$ cat src/rtl/assert_macros.svh
// Assertion helpers; all use clk_i and the active-low rst_ni of the including module.
`ifndef ASSERT_MACROS_SVH
`define ASSERT_MACROS_SVH

// Property must hold at every clock edge outside reset.
`define ASSERT_ALWAYS(label, prop, msg) \
  label: assert property (@(posedge clk_i) disable iff (!rst_ni) (prop)) else $error(msg);

// Property must never hold at a clock edge outside reset.
`define ASSERT_NEVER(label, prop, msg) \
  label: assert property (@(posedge clk_i) disable iff (!rst_ni) !(prop)) else $error(msg);

`endif

$ cat src/rtl/igbc_pkg.sv
package igbc_pkg;

  localparam int AXES    = 3;
  localparam int BIAS_W  = 32;
  localparam int RATE_W  = 33;
  localparam int LIMIT_W = 15;
  localparam int CALIB_W = 16;
  localparam int CFG_W   = 16;
  localparam int CIDX_W  = 2;
  localparam int STEP_W  = 3;

  localparam logic [CIDX_W-1:0] CFG_ACCEL_LIMIT   = 2'd0;
  localparam logic [CIDX_W-1:0] CFG_GYRO_LIMIT    = 2'd1;
  localparam logic [CIDX_W-1:0] CFG_CALIB_SAMPLES = 2'd2;

  localparam logic [LIMIT_W-1:0] ACCEL_LIMIT_RST   = 15'd32767;
  localparam logic [LIMIT_W-1:0] GYRO_LIMIT_RST    = 15'd32767;
  localparam logic [CALIB_W-1:0] CALIB_SAMPLES_RST = 16'd1000;

  typedef logic [STEP_W-1:0] step_t;

  localparam step_t ST_WAIT   = 3'd0;
  localparam step_t ST_DECIDE = 3'd1;
  localparam step_t ST_DIV    = 3'd2;
  localparam step_t ST_UPDATE = 3'd3;
  localparam step_t ST_EMIT   = 3'd4;

  typedef enum logic [2:0] {
    OP_WAIT   = 3'd0,
    OP_DECIDE = 3'd1,
    OP_DIV    = 3'd2,
    OP_UPDATE = 3'd3,
    OP_EMIT   = 3'd4
  } op_e;

  typedef enum logic [2:0] {
    C_ALWAYS    = 3'd0,
    C_ACCEPT    = 3'd1,
    C_CAL_DONE  = 3'd2,
    C_ITER_ZERO = 3'd3,
    C_OUT_FREE  = 3'd4
  } cond_e;

  typedef enum logic {
    MISS_HOLD = 1'b0,
    MISS_NEXT = 1'b1
  } miss_e;

  typedef struct packed {
    op_e   op;
    cond_e cond;
    step_t target;
    miss_e miss;
  } cw_t;

  typedef struct packed {
    logic load;
    logic step;
  } div_ctrl_t;

  // Control store: on a true condition jump to target, otherwise hold or fall through.
  function automatic cw_t ucode(input step_t step);
    cw_t cw;
    unique case (step)
      ST_WAIT:   cw = '{op: OP_WAIT,   cond: C_ACCEPT,    target: ST_DECIDE, miss: MISS_HOLD};
      ST_DECIDE: cw = '{op: OP_DECIDE, cond: C_CAL_DONE,  target: ST_EMIT,   miss: MISS_NEXT};
      ST_DIV:    cw = '{op: OP_DIV,    cond: C_ITER_ZERO, target: ST_UPDATE, miss: MISS_HOLD};
      ST_UPDATE: cw = '{op: OP_UPDATE, cond: C_ALWAYS,    target: ST_EMIT,   miss: MISS_NEXT};
      ST_EMIT:   cw = '{op: OP_EMIT,   cond: C_OUT_FREE,  target: ST_WAIT,   miss: MISS_HOLD};
      default:   cw = '{op: OP_WAIT,   cond: C_ALWAYS,    target: ST_WAIT,   miss: MISS_HOLD};
    endcase
    return cw;
  endfunction

endpackage

$ cat src/rtl/igbc_div_lane.sv
module igbc_div_lane #(
  parameter int DIVIDEND_W = 33,
  parameter int DIVISOR_W  = 16
) (
  input  logic                  clk_i,
  input  logic                  rst_ni,
  input  igbc_pkg::div_ctrl_t   ctrl_i,
  input  logic [DIVIDEND_W-1:0] dividend_i,
  input  logic [DIVISOR_W-1:0]  divisor_i,
  output logic [DIVIDEND_W-1:0] quotient_o
);

  logic [DIVISOR_W-1:0]  rem_q, rem_d;
  logic [DIVIDEND_W-1:0] quo_q, quo_d;
  logic [DIVISOR_W-1:0]  dvs_q, dvs_d;
  logic [DIVISOR_W:0]    shifted;
  logic [DIVISOR_W:0]    trial;
  logic                  fits;

  // Restoring division, one quotient bit per step, MSB first.
  always_comb begin
    shifted = {rem_q, quo_q[DIVIDEND_W-1]};
    trial   = shifted - {1'b0, dvs_q};
    fits    = !trial[DIVISOR_W];
    rem_d   = rem_q;
    quo_d   = quo_q;
    dvs_d   = dvs_q;
    if (ctrl_i.load) begin
      rem_d = '0;
      quo_d = dividend_i;
      dvs_d = divisor_i;
    end else if (ctrl_i.step) begin
      rem_d = fits ? trial[DIVISOR_W-1:0] : shifted[DIVISOR_W-1:0];
      quo_d = {quo_q[DIVIDEND_W-2:0], fits};
    end
  end

  always_ff @(posedge clk_i or negedge rst_ni) begin
    if (!rst_ni) begin
      rem_q <= '0;
      quo_q <= '0;
      dvs_q <= '0;
    end else begin
      rem_q <= rem_d;
      quo_q <= quo_d;
      dvs_q <= dvs_d;
    end
  end

  assign quotient_o = quo_q;

endmodule

$ cat src/rtl/imu_gyro_bias_calib_and_clamp_core.sv
// Channel   Dir  Handshake              Payload
// s_axis    in   tvalid/tready          tdata: accel x,y,z, rate x,y,z (SAMPLE_BITS each)
// m_axis    out  tvalid/tready          tdata: accel out x,y,z, rate out x,y,z; tuser: calibrating
// cfg       in   cfg_valid/cfg_ready    cfg_index, cfg_data (always ready)
//
// Calibrating item: wait, decide, divide, update and emit steps; the divide step repeats
// in the bit-serial divide loop that steps all three axis lanes together.
// Working item: wait, decide and emit steps.
// Reset clears bias, sample count, working flag and the registers to their defaults.
// A full output register stalls the emit step; the next item is taken while a result waits.
module imu_gyro_bias_calib_and_clamp_core #(
  parameter int SAMPLE_BITS = 16,
  parameter int FRAC_BITS   = 16,
  parameter int COUNT_BITS  = 16
) (
  input  logic                               clk_i,
  input  logic                               rst_ni,
  // accel_x, accel_y, accel_z, rate_x, rate_y, rate_z
  input  logic [((6*SAMPLE_BITS+7)/8)*8-1:0] s_axis_tdata_i,
  input  logic                               s_axis_tvalid_i,
  output logic                               s_axis_tready_o,
  // accel_out_x, accel_out_y, accel_out_z, rate_out_x, rate_out_y, rate_out_z
  output logic [((3*SAMPLE_BITS+3*igbc_pkg::RATE_W+7)/8)*8-1:0] m_axis_tdata_o,
  // calibrating
  output logic [0:0]                         m_axis_tuser_o,
  output logic                               m_axis_tvalid_o,
  input  logic                               m_axis_tready_i,
  input  logic                               cfg_valid_i,
  output logic                               cfg_ready_o,
  input  logic [igbc_pkg::CIDX_W-1:0]        cfg_index_i,
  input  logic [igbc_pkg::CFG_W-1:0]         cfg_data_i
);

  localparam int SW        = SAMPLE_BITS;
  localparam int BW        = igbc_pkg::BIAS_W;
  localparam int RW        = igbc_pkg::RATE_W;
  localparam int LW        = igbc_pkg::LIMIT_W;
  localparam int PROD_W    = SAMPLE_BITS + FRAC_BITS;
  localparam int DIFF_W    = ((PROD_W > BW) ? PROD_W : BW) + 1;
  localparam int SUM_W     = DIFF_W + 2;
  localparam int ITER_W    = $clog2(DIFF_W);
  localparam int CMP_W     = ((SW > LW) ? SW : LW) + 1;
  localparam int CNT_CMP_W = ((COUNT_BITS > igbc_pkg::CALIB_W) ? COUNT_BITS
                                                               : igbc_pkg::CALIB_W) + 1;

  // Configuration registers
  logic [LW-1:0]                accel_lim_q;
  logic [LW-1:0]                gyro_lim_q;
  logic [igbc_pkg::CALIB_W-1:0] calib_q;

  // Sequencer
  igbc_pkg::step_t step_q, step_d;
  igbc_pkg::cw_t   cw;
  logic            cond_hit;
  logic [ITER_W-1:0] iter_q, iter_d;

  // Datapath state
  logic signed [SW-1:0] accel_q [igbc_pkg::AXES];
  logic signed [SW-1:0] gyro_q  [igbc_pkg::AXES];
  logic signed [BW-1:0] bias_q  [igbc_pkg::AXES];
  logic signed [BW-1:0] bias_d  [igbc_pkg::AXES];
  logic                 neg_q   [igbc_pkg::AXES];
  logic [COUNT_BITS-1:0] count_q, count_d;
  logic                 working_q, working_d;

  // Output register
  logic                 out_valid_q;
  logic signed [SW-1:0] accel_out_q [igbc_pkg::AXES];
  logic signed [RW-1:0] rate_out_q  [igbc_pkg::AXES];
  logic                 calib_out_q;

  // Combinational helpers
  logic                 in_accept;
  logic                 out_free;
  logic                 out_load;
  logic                 cal_done;
  logic                 cap_in;
  logic                 upd_en;
  igbc_pkg::div_ctrl_t  div_ctrl;
  logic [COUNT_BITS-1:0] divisor;
  logic signed [DIFF_W-1:0] diff   [igbc_pkg::AXES];
  logic [DIFF_W-1:0]        mag    [igbc_pkg::AXES];
  logic [DIFF_W-1:0]        quo    [igbc_pkg::AXES];
  logic signed [SW-1:0]     clamp  [igbc_pkg::AXES];
  logic signed [DIFF_W-1:0] gext;
  logic signed [DIFF_W-1:0] bext;
  logic signed [SUM_W-1:0]  qs;
  logic signed [SUM_W-1:0]  sum;
  logic signed [CMP_W-1:0]  a_ext;
  logic signed [CMP_W-1:0]  g_ext;
  logic signed [CMP_W-1:0]  alim;
  logic signed [CMP_W-1:0]  alim_n;
  logic signed [CMP_W-1:0]  glim;
  logic                     reject;

  assign cfg_ready_o     = 1'b1;
  assign cw              = igbc_pkg::ucode(step_q);
  assign s_axis_tready_o = (cw.op == igbc_pkg::OP_WAIT);
  assign in_accept       = s_axis_tvalid_i && s_axis_tready_o;
  assign out_free        = !out_valid_q || m_axis_tready_i;
  assign cal_done        = working_q
                        || (CNT_CMP_W'(count_q) >= CNT_CMP_W'(calib_q))
                        || (count_q == {COUNT_BITS{1'b1}});
  assign divisor         = count_q + 1'b1;

  always_comb begin
    case (cw.cond)
      igbc_pkg::C_ALWAYS:    cond_hit = 1'b1;
      igbc_pkg::C_ACCEPT:    cond_hit = in_accept;
      igbc_pkg::C_CAL_DONE:  cond_hit = cal_done;
      igbc_pkg::C_ITER_ZERO: cond_hit = (iter_q == '0);
      igbc_pkg::C_OUT_FREE:  cond_hit = out_free;
      default:               cond_hit = 1'b0;
    endcase
  end

  always_comb begin
    if (cond_hit) begin
      step_d = cw.target;
    end else if (cw.miss == igbc_pkg::MISS_NEXT) begin
      step_d = igbc_pkg::step_t'(step_q + 1'b1);
    end else begin
      step_d = step_q;
    end
  end

  assign cap_in        = (cw.op == igbc_pkg::OP_WAIT) && in_accept;
  assign div_ctrl.load = (cw.op == igbc_pkg::OP_DECIDE) && !cond_hit;
  assign div_ctrl.step = (cw.op == igbc_pkg::OP_DIV);
  assign upd_en        = (cw.op == igbc_pkg::OP_UPDATE);
  assign out_load      = (cw.op == igbc_pkg::OP_EMIT) && out_free;

  always_comb begin
    iter_d = iter_q;
    if (div_ctrl.load) begin
      iter_d = ITER_W'(DIFF_W - 1);
    end else if (div_ctrl.step) begin
      iter_d = iter_q - 1'b1;
    end
  end

  always_comb begin
    working_d = working_q;
    if ((cw.op == igbc_pkg::OP_DECIDE) && cond_hit) begin
      working_d = 1'b1;
    end
  end

  assign count_d = upd_en ? count_q + 1'b1 : count_q;

  // Per-axis raw * 2^FRAC_BITS - bias, split into sign and magnitude for the lanes.
  always_comb begin
    gext = '0;
    bext = '0;
    for (int a = 0; a < igbc_pkg::AXES; a++) begin
      gext    = {{(DIFF_W-SW){gyro_q[a][SW-1]}}, gyro_q[a]};
      bext    = {{(DIFF_W-BW){bias_q[a][BW-1]}}, bias_q[a]};
      diff[a] = (gext <<< FRAC_BITS) - bext;
      mag[a]  = diff[a][DIFF_W-1] ? DIFF_W'(-diff[a]) : DIFF_W'(diff[a]);
    end
  end

  for (genvar a = 0; a < igbc_pkg::AXES; a++) begin : g_lane
    igbc_div_lane #(
      .DIVIDEND_W(DIFF_W),
      .DIVISOR_W (COUNT_BITS)
    ) u_lane (
      .clk_i     (clk_i),
      .rst_ni    (rst_ni),
      .ctrl_i    (div_ctrl),
      .dividend_i(mag[a]),
      .divisor_i (divisor),
      .quotient_o(quo[a])
    );
  end

  // Bias update with signed-32 saturation; rejected axes hold.
  always_comb begin
    qs     = '0;
    sum    = '0;
    g_ext  = '0;
    reject = 1'b0;
    glim   = {{(CMP_W-LW){1'b0}}, gyro_lim_q};
    for (int a = 0; a < igbc_pkg::AXES; a++) begin
      bias_d[a] = bias_q[a];
      g_ext  = {{(CMP_W-SW){gyro_q[a][SW-1]}}, gyro_q[a]};
      reject = (g_ext > glim) || (g_ext < -glim);
      qs     = {2'b00, quo[a]};
      if (neg_q[a]) begin
        qs = -qs;
      end
      sum = {{(SUM_W-BW){bias_q[a][BW-1]}}, bias_q[a]} + qs;
      if (upd_en && !reject) begin
        if ((sum[SUM_W-1:BW-1] == '0) || (sum[SUM_W-1:BW-1] == '1)) begin
          bias_d[a] = sum[BW-1:0];
        end else if (sum[SUM_W-1]) begin
          bias_d[a] = {1'b1, {(BW-1){1'b0}}};
        end else begin
          bias_d[a] = {1'b0, {(BW-1){1'b1}}};
        end
      end
    end
  end

  always_comb begin
    a_ext  = '0;
    alim   = {{(CMP_W-LW){1'b0}}, accel_lim_q};
    alim_n = -alim;
    for (int a = 0; a < igbc_pkg::AXES; a++) begin
      a_ext = {{(CMP_W-SW){accel_q[a][SW-1]}}, accel_q[a]};
      if (a_ext > alim) begin
        clamp[a] = alim[SW-1:0];
      end else if (a_ext < alim_n) begin
        clamp[a] = alim_n[SW-1:0];
      end else begin
        clamp[a] = accel_q[a];
      end
    end
  end

  always_ff @(posedge clk_i or negedge rst_ni) begin
    if (!rst_ni) begin
      accel_lim_q <= igbc_pkg::ACCEL_LIMIT_RST;
      gyro_lim_q  <= igbc_pkg::GYRO_LIMIT_RST;
      calib_q     <= igbc_pkg::CALIB_SAMPLES_RST;
    end else if (cfg_valid_i && cfg_ready_o) begin
      unique case (cfg_index_i)
        igbc_pkg::CFG_ACCEL_LIMIT:   accel_lim_q <= cfg_data_i[LW-1:0];
        igbc_pkg::CFG_GYRO_LIMIT:    gyro_lim_q  <= cfg_data_i[LW-1:0];
        igbc_pkg::CFG_CALIB_SAMPLES: calib_q     <= cfg_data_i[igbc_pkg::CALIB_W-1:0];
        default: ;
      endcase
    end
  end

  always_ff @(posedge clk_i or negedge rst_ni) begin
    if (!rst_ni) begin
      step_q      <= igbc_pkg::ST_WAIT;
      iter_q      <= '0;
      count_q     <= '0;
      working_q   <= 1'b0;
      out_valid_q <= 1'b0;
      for (int a = 0; a < igbc_pkg::AXES; a++) begin
        bias_q[a] <= '0;
      end
    end else begin
      step_q    <= step_d;
      iter_q    <= iter_d;
      count_q   <= count_d;
      working_q <= working_d;
      for (int a = 0; a < igbc_pkg::AXES; a++) begin
        bias_q[a] <= bias_d[a];
      end
      if (out_load) begin
        out_valid_q <= 1'b1;
      end else if (m_axis_tready_i) begin
        out_valid_q <= 1'b0;
      end
    end
  end

  // Payload registers
  always_ff @(posedge clk_i) begin
    for (int a = 0; a < igbc_pkg::AXES; a++) begin
      if (cap_in) begin
        accel_q[a] <= s_axis_tdata_i[a*SW +: SW];
        gyro_q[a]  <= s_axis_tdata_i[(igbc_pkg::AXES+a)*SW +: SW];
      end
      if (div_ctrl.load) begin
        neg_q[a] <= diff[a][DIFF_W-1];
      end
      if (out_load) begin
        accel_out_q[a] <= clamp[a];
        rate_out_q[a]  <= diff[a][RW-1:0];
      end
    end
    if (out_load) begin
      calib_out_q <= !working_q;
    end
  end

  always_comb begin
    m_axis_tdata_o = '0;
    for (int a = 0; a < igbc_pkg::AXES; a++) begin
      m_axis_tdata_o[a*SW +: SW]                                = accel_out_q[a];
      m_axis_tdata_o[igbc_pkg::AXES*SW + a*RW +: RW]            = rate_out_q[a];
    end
  end

  assign m_axis_tuser_o  = calib_out_q;
  assign m_axis_tvalid_o = out_valid_q;

  `include "assert_macros.svh"

  `ASSERT_ALWAYS(a_working_sticky, working_q |=> working_q, "working flag cleared")
  `ASSERT_ALWAYS(a_count_frozen, working_q |=> $stable(count_q), "count moved while working")
  `ASSERT_NEVER(a_no_overwrite, out_load && out_valid_q && !m_axis_tready_i, "result overwritten")
  `ASSERT_ALWAYS(a_flag_match, out_load |=> (m_axis_tuser_o[0] == !working_q), "flag mismatch")

endmodule
$ cat config.mk
export PLATFORM = sky130hd
export DESIGN_NAME = imu_gyro_bias_calib_and_clamp_core
export DESIGN_NICKNAME = d
export VERILOG_FILES = /design/src/rtl/igbc_pkg.sv /design/src/rtl/igbc_div_lane.sv /design/src/rtl/imu_gyro_bias_calib_and_clamp_core.sv
export VERILOG_INCLUDE_DIRS = /design/src /design/src/rtl
export SDC_FILE = /design/constraint.sdc
export NUM_CORES = 2
export LEC_CHECK = 0
export ABC_AREA = 1
export BUFFER_PORTS_ARGS = -buffer_cell sky130_fd_sc_hd__buf_2
export CAP_MARGIN = 40
export CELL_PAD_IN_SITES_DETAIL_PLACEMENT = 0
export CELL_PAD_IN_SITES_GLOBAL_PLACEMENT = 1
export CORE_UTILIZATION = 50
export CTS_CLUSTER_DIAMETER = 40
export CTS_CLUSTER_SIZE = 40
export DETAILED_ROUTE_END_ITERATION = 10
export PLACE_DENSITY = 0.88
export REMOVE_ABC_BUFFERS = 1
export SLEW_MARGIN = 20
export SYNTH_ARGS = -nofsm -noshare
export SYNTH_HDL_FRONTEND = slang
export SYNTH_HIERARCHICAL = 1
export SYNTH_SLANG_ARGS = --single-unit
$ cat constraint.sdc
create_clock -name clk_i -period 30.7 [get_ports clk_i]
set_input_delay 3.07 -clock clk_i [delete_from_list [all_inputs] [get_ports clk_i]]
set_output_delay 3.07 -clock clk_i [all_outputs]
set_load 0.02 [all_outputs]
* After elaboration in Yosys (flattened, before gate mapping)
Memories as Yosys holds them, arrays and structs flattened.
Cells that the tools add are included.
Widths: inputs -> output; s select.
** Storage, ports and cells
- Register bits after elaboration :: 333
- RAM bits :: 246
- Input bits :: 119
- Output and inout port bits :: 156
- Logic and storage cells :: 162
- Memories kept :: 5
** Operators by class
- Add/subtract/negate cells :: 20
- Magnitude comparators :: 13
- Equality and inequality tests :: 18
- Multiplexer cells :: 47
- Reductions and logical operators :: 40
** Memories
- rate_out_q :: depth 3, width 33, rd ports 3, clocked after memory_dff 0, write ports 3, RTL line imu_gyro_bias_calib_and_clamp_core.sv:69 : logic signed [RW-1:0] rate_out_q [igbc_pkg::AXES];
- accel_out_q :: depth 3, width 16, rd ports 3, clocked after memory_dff 0, write ports 3, RTL line imu_gyro_bias_calib_and_clamp_core.sv:68 : logic signed [SW-1:0] accel_out_q [igbc_pkg::AXES];
- accel_q :: depth 3, width 16, rd ports 3, clocked after memory_dff 0, write ports 3, RTL line imu_gyro_bias_calib_and_clamp_core.sv:58 : logic signed [SW-1:0] accel_q [igbc_pkg::AXES];
- gyro_q :: depth 3, width 16, rd ports 3, clocked after memory_dff 0, write ports 3, RTL line imu_gyro_bias_calib_and_clamp_core.sv:59 : logic signed [SW-1:0] gyro_q [igbc_pkg::AXES];
- neg_q :: depth 3, width 1, rd ports 3, clocked after memory_dff 0, write ports 3, RTL line imu_gyro_bias_calib_and_clamp_core.sv:62 : logic neg_q [igbc_pkg::AXES];
** Operators with widths (count)
- $mux 33 :: 9
- $mux 16 :: 15
- $mux 32 :: 6
- $add 35x35->35 :: 3
- $mux 35 :: 3
- $neg 33->35 :: 3
- $lt 16x17->1 :: 6
- $neg 33->33 :: 3
- $sub 32x32->33 :: 3
- $gt 16x16->1 :: 6
- $sub 17x16->17 :: 3
- $pmux 10 s5 :: 1
- $neg 15->17 :: 2
- $eq 3x2->1 const B :: 6
- $add 16x1->16 const B :: 1
- $eq 16x16->1 const B :: 1
- $ge 16x16->1 :: 1
- $eq 4x4->1 const B :: 3
- $logic_not 4->1 :: 3
- $mux 6 :: 2
- $eq 3x1->1 const B :: 3
- $eq 3x3->1 const B :: 3
- $logic_not 1->1 :: 9
- $logic_not 3->1 :: 3
- 13 further kinds :: 40

* Depth between registers and ports, before layout
- Depth after elaboration :: 9
- Depth in mapped cells :: 31
- Depth with buffers taken out :: 30

* By module
The synthesis kept the hierarchy.
** By module, submodules not included
- imu_gyro_bias_calib_and_clamp_core :: times used 1, cells an instance 5503, area an instance 38486.9 um^2, seq. area each 11691.2 um^2
- igbc_div_lane (g_lane[1].u_lane ...) :: times used 2, cells an instance 529, area an instance 4011.3 um^2, seq. area each 1626.6 um^2
- igbc_div_lane (g_lane[0].u_lane) :: times used 1, cells an instance 556, area an instance 4149.0 um^2, seq. area each 1626.6 um^2

* Least setup slack after synthesis
OpenSTA, ideal clock, no wires.
- Kind :: input to register
- Start point :: in m_axis_tready_i
- End point :: mem accel_out_q[0][0] in the netlist's numbering (enable)
- Setup time :: 0.836 ns
- Arrival time :: 13.080 ns
- Data required time :: 29.864 ns
- Path slack :: 16.783 ns
- Stages on the path :: 2
- Path buffers :: 0
- Path through :: nor2_1 nor3_1
** RTL lines
- start: declaration :: RTL line imu_gyro_bias_calib_and_clamp_core.sv:27 : input logic m_axis_tready_i,
- end: declaration :: RTL line imu_gyro_bias_calib_and_clamp_core.sv:68

* Final worst setup path
- Start point :: reg step_q[0]
- End point :: out s_axis_tready_o
** Between the ends
- Word-level cells in the longest chain between the ends :: 3
- Elaborated cells between the ends (all ways) :: 7
- Those cells by class :: eq/ne (4); mux (1); reduce/logical (2)
** RTL lines
- start: declaration :: RTL line imu_gyro_bias_calib_and_clamp_core.sv:52 : igbc_pkg::step_t step_q, step_d;
- start signal: assignment :: RTL line imu_gyro_bias_calib_and_clamp_core.sv:238 : step_q <= igbc_pkg::ST_WAIT;
- start signal: assignment :: RTL line imu_gyro_bias_calib_and_clamp_core.sv:247 : step_q <= step_d;
- $eq 3x3->1 (tied with other cells) :: RTL line igbc_pkg.sv:64 : unique case (step)
- $pmux 10 s5 (*) :: RTL line igbc_pkg.sv:64
- $logic_not 3->1 (*) :: RTL line imu_gyro_bias_calib_and_clamp_core.sv:98 : assign s_axis_tready_o = (cw.op == igbc_pkg::OP_WAIT);
- end: declaration :: RTL line imu_gyro_bias_calib_and_clamp_core.sv:21 : output logic s_axis_tready_o,
Mark *: on every way between the ends. The rest lies on a longest branch, timed or not.

==> flow_summary.ini <==
[grt]
grt_use_total_pct = 31.7
grt_pass1_vias = 45200
grt_first_pass_wirelength_mm = 254
grt_start_max_net_pins = 144
antenna_found_initial = 7
grt_overflow = 0

[die]
row_count = 116
die_y_um = 320
initial_core_util_pct = 50.5
dieArea_um2 = 103000
core_area_um2 = 100000
ios = 275
die-width_um = 320

[critical_path]
cp.arrival_ns = 2.51
required_ns = 27.63
rr_endpoint = accel_out_q[0][10]$_DFFE_PP_
reg2reg_from = accel_lim_q[0]$_DFFE_PN1P_
worst_setup_path_start_kind = flip-flop
cp_slowest_stage_delay_ns = 0.37
critical_path.slowest_cell = dfrtp_1
cp-end-kind = output pin
timing.reg2reg.setup_slack_ns = 25.50
cpMostUsedCell = inv_1
cp_cell_sequence = inv_1 -> ha_1 -> inv_1 -> nor2_1 -> inv_1 -> nand2_2 -> nor3_1 -> a21oi_1 -> inv_1 -> nand3_1 -> inv_1 -> buf_2
reg2reg_depth = 22
critPathMaxFanout = 4
crit_type = flip-flop to output pin

[synthesis]
synth_top_area_share_pct = 16.2
synth_fa_ha_area_share_pct = 10.6
yosysTopAreaCell = dfrtp_1
synth_warnings = 6
ys_types = 64
synth_top_family_by_area = simple AND/OR/NAND/NOR gates
syn_area_um2 = 50700
syn_avg_cell_area_um2 = 7.12
yosys_register_bits = 611
synth_compound_area_share_pct = 9.80
yosysSeqAreaShare_pct = 32.7
synth_cells = 7117
synth_xor_xnor_area_share_pct = 5.78
synth-simple-area-share_pct = 31.6
ys_top_cells_by_area = dfrtp_1 (16%), nand2_1 (15%), edfxtp_1 (15%), ha_1 (10%), inv_1 (7.6%)
muxShareOfSynthArea_pct = 0.156

[min_path]
min_from = calib_q[1]$_DFFE_PN0P_
min-delay-path-class = flip-flop to flip-flop
hold_end = calib_q[1]$_DFFE_PN0P_
holdPathStages = 2

[cells_and_area]
final_common_cell = nand2_1
final_nets = 7930
register_area_um2 = 16600
drive_gt1_share_pct = 10.3
area_delta_synth_final_pct = 12.9
finalNonFillerCells = 8840
multi_input_area_um2 = 29400
nFillCells = 9667
mostFrequentLayoutCells = nand2_1 (2086), inv_1 (1029), nor2_1 (637)

[placement]
port_buffers = 268
post-dp-hpwl_mm = 131
placed_cells = 8629
pre_cts_slack_ns = 24.21
gp_congestion = 0.987

[timing]
final-setup-viol-count = 0
tns_ns = 0
slew_headroom_pct = 36.1
worst_slack_ns = 25.12
min_period_ns = 5.58
hold_viol = 0
rsz0062_at_grt = no
final.setup_skew_ns = 0.0291
slew_violations = 0
post-route-period-util_pct = 18.2
fmax_mhz = 179
worst_pin_slew_ns = 0.958

[routing]
drc = 0
drt-total-wl_mm = 165
num_vias = 47900
drt-wirelength-per-cell_um = 18.7
ant_nets = 0
drtPass1Iterations = 7
vias_per_cell = 5.42
drt_iter0_drc = 3766

[clocking]
clk_pin_slew_worst_paths_ns = 0.06
cts_hold_buf = 0
post_cts_buffers = 0
htree_levels = 3
clk_latency_ns = 0.70
cts_inserted_buffers = 107
cts_buffer_depth = 3
cts.sinks = 611
cts_tree = done
post_cts_resize_count = 0
cts_root_buffer = clkbuf_16

[outcome]
status = completed

[run]
max_cap_violations = 0
-- kinds of logic (layout without fill, tap and decap cells) --
group	after synthesis	count (layout)
AND/OR/NAND/NOR	3694	3694
buffers and inverters	1202	1560
XOR/XNOR	326	326
adder cells (fa/ha/maj)	425	425
flip-flops	611	611
other	2	10
multiplexers	7	7
AO/OA/AOI/OAI	850	850
-- how the worst max path moves through the flow --
| stage | startpoint | to | slack [ns] | cells past startpoint |
|---|---|---|---|---|
| floorplan | m_axis_tready_i | accel_out_q[0][0]$_DFFE_PP_ | 16.78 | 2 |
| CTS | m_axis_tready_i | g_lane[2].u_lane/quotient_o[25]$_DFFE_PN0P_ | 24.93 | 10 |
| detailed placement | m_axis_tready_i | g_lane[2].u_lane/quotient_o[16]$_DFFE_PN0P_ | 24.21 | 10 |
| global placement | m_axis_tready_i | g_lane[1].u_lane/quotient_o[27]$_DFFE_PN0P_ | 24.28 | 10 |
| finish | step_q[0]$_DFFE_PN0P_ | s_axis_tready_o | 25.12 | 12 |
| global route | m_axis_tready_i | g_lane[2].u_lane/rem_q[14]$_DFFE_PN0P_ | 24.82 | 15 |
-- worst max-delay path: cells and delay by family (launching register included) --
kind                     cells  cell delay, ns
adder cells (fa/ha/maj)      1            0.23
buffers and inverters        6            0.63
AO/OA/AOI/OAI                1            0.11
flip-flops                   1            0.37
AND/OR/NAND/NOR              4            0.49
-- state kept, by name (all words and copies together) (netlist names) --
| register | count |
|---|---|
| accel_out_q | 48 |
| rate_out_q | 99 |
| gyro_q | 48 |
| m_axis_tuser_o | 1 |
| g_lane.u_lane/quotient_o | 99 |
| iter_q | 6 |
| accel_lim_q | 15 |
| count_q | 16 |
| neg_q | 3 |
| working_q | 1 |
| gyro_lim_q | 15 |
| bias_q | 64 |
| calib_q | 16 |
| g_lane.u_lane/rem_q | 48 |
| m_axis_tvalid_o | 1 |
| step_q | 3 |
| g_lane.u_lane/dvs_q | 48 |
| accel_q | 48 |
| bext | 32 |
-- per-stage QoR --
stage / area, µm² / util (%) / hold slack (ns)
after global placement: 53100 / 53.0 / 0.470
after floorplan: 49900 / - / 0.445
final: 57200 / 57.0 / 0.487
after detailed placement: 53400 / 53.2 / 0.474
after global routing: 57200 / 57.0 / 0.505
after CTS: 57100 / 56.9 / 0.489
-- cell type report --
type,count,share of cell area (%)
clock buffer,121,4.90
antenna,4,0.0175
sequential,611,29.0
inverter,1048,6.89
timing repair buffer,310,3.29
clock inverter,81,1.55
tap,1357,2.97
multi-input combinational,5308,51.4
-- cells in the mapped netlist (all sizes together) --
library cell and n:
dfrtp 328, a21oi 389, nor4 15, inv 1048
fa 6, o21ai 243, or2 14, o211ai 18
nand3b 50, xor2 258, nand4 89, conb 2
a22oi 5, nand3 539, a211oi 4, edfxtp 247
clkbuf 74, a21o 16, dfstp 36, o221ai 90
nand2 2157, o21bai 29, xnor2 68, o31a 2
a41oi 1, o21a 17, ha 419, a211o 1
and3 2, nor3 116, a31oi 12, o22ai 6
buf 80, o31ai 15, nor2 697, and2 15
mux2 7, a21boi 2
-- metal layers --
layer  vias to the layer above  routed length (µm)  track usage, %
met1                     22400               72700            42.6
met3                       306               10400            4.46
li1                      23700                   -               -
met4                         6                6070            12.0
met5                         -                  40               0
met2                      1471               76100            51.8
Power is not shown: default switching activity piles up to over one toggle a cycle in this logic, so the estimate is an artifact.
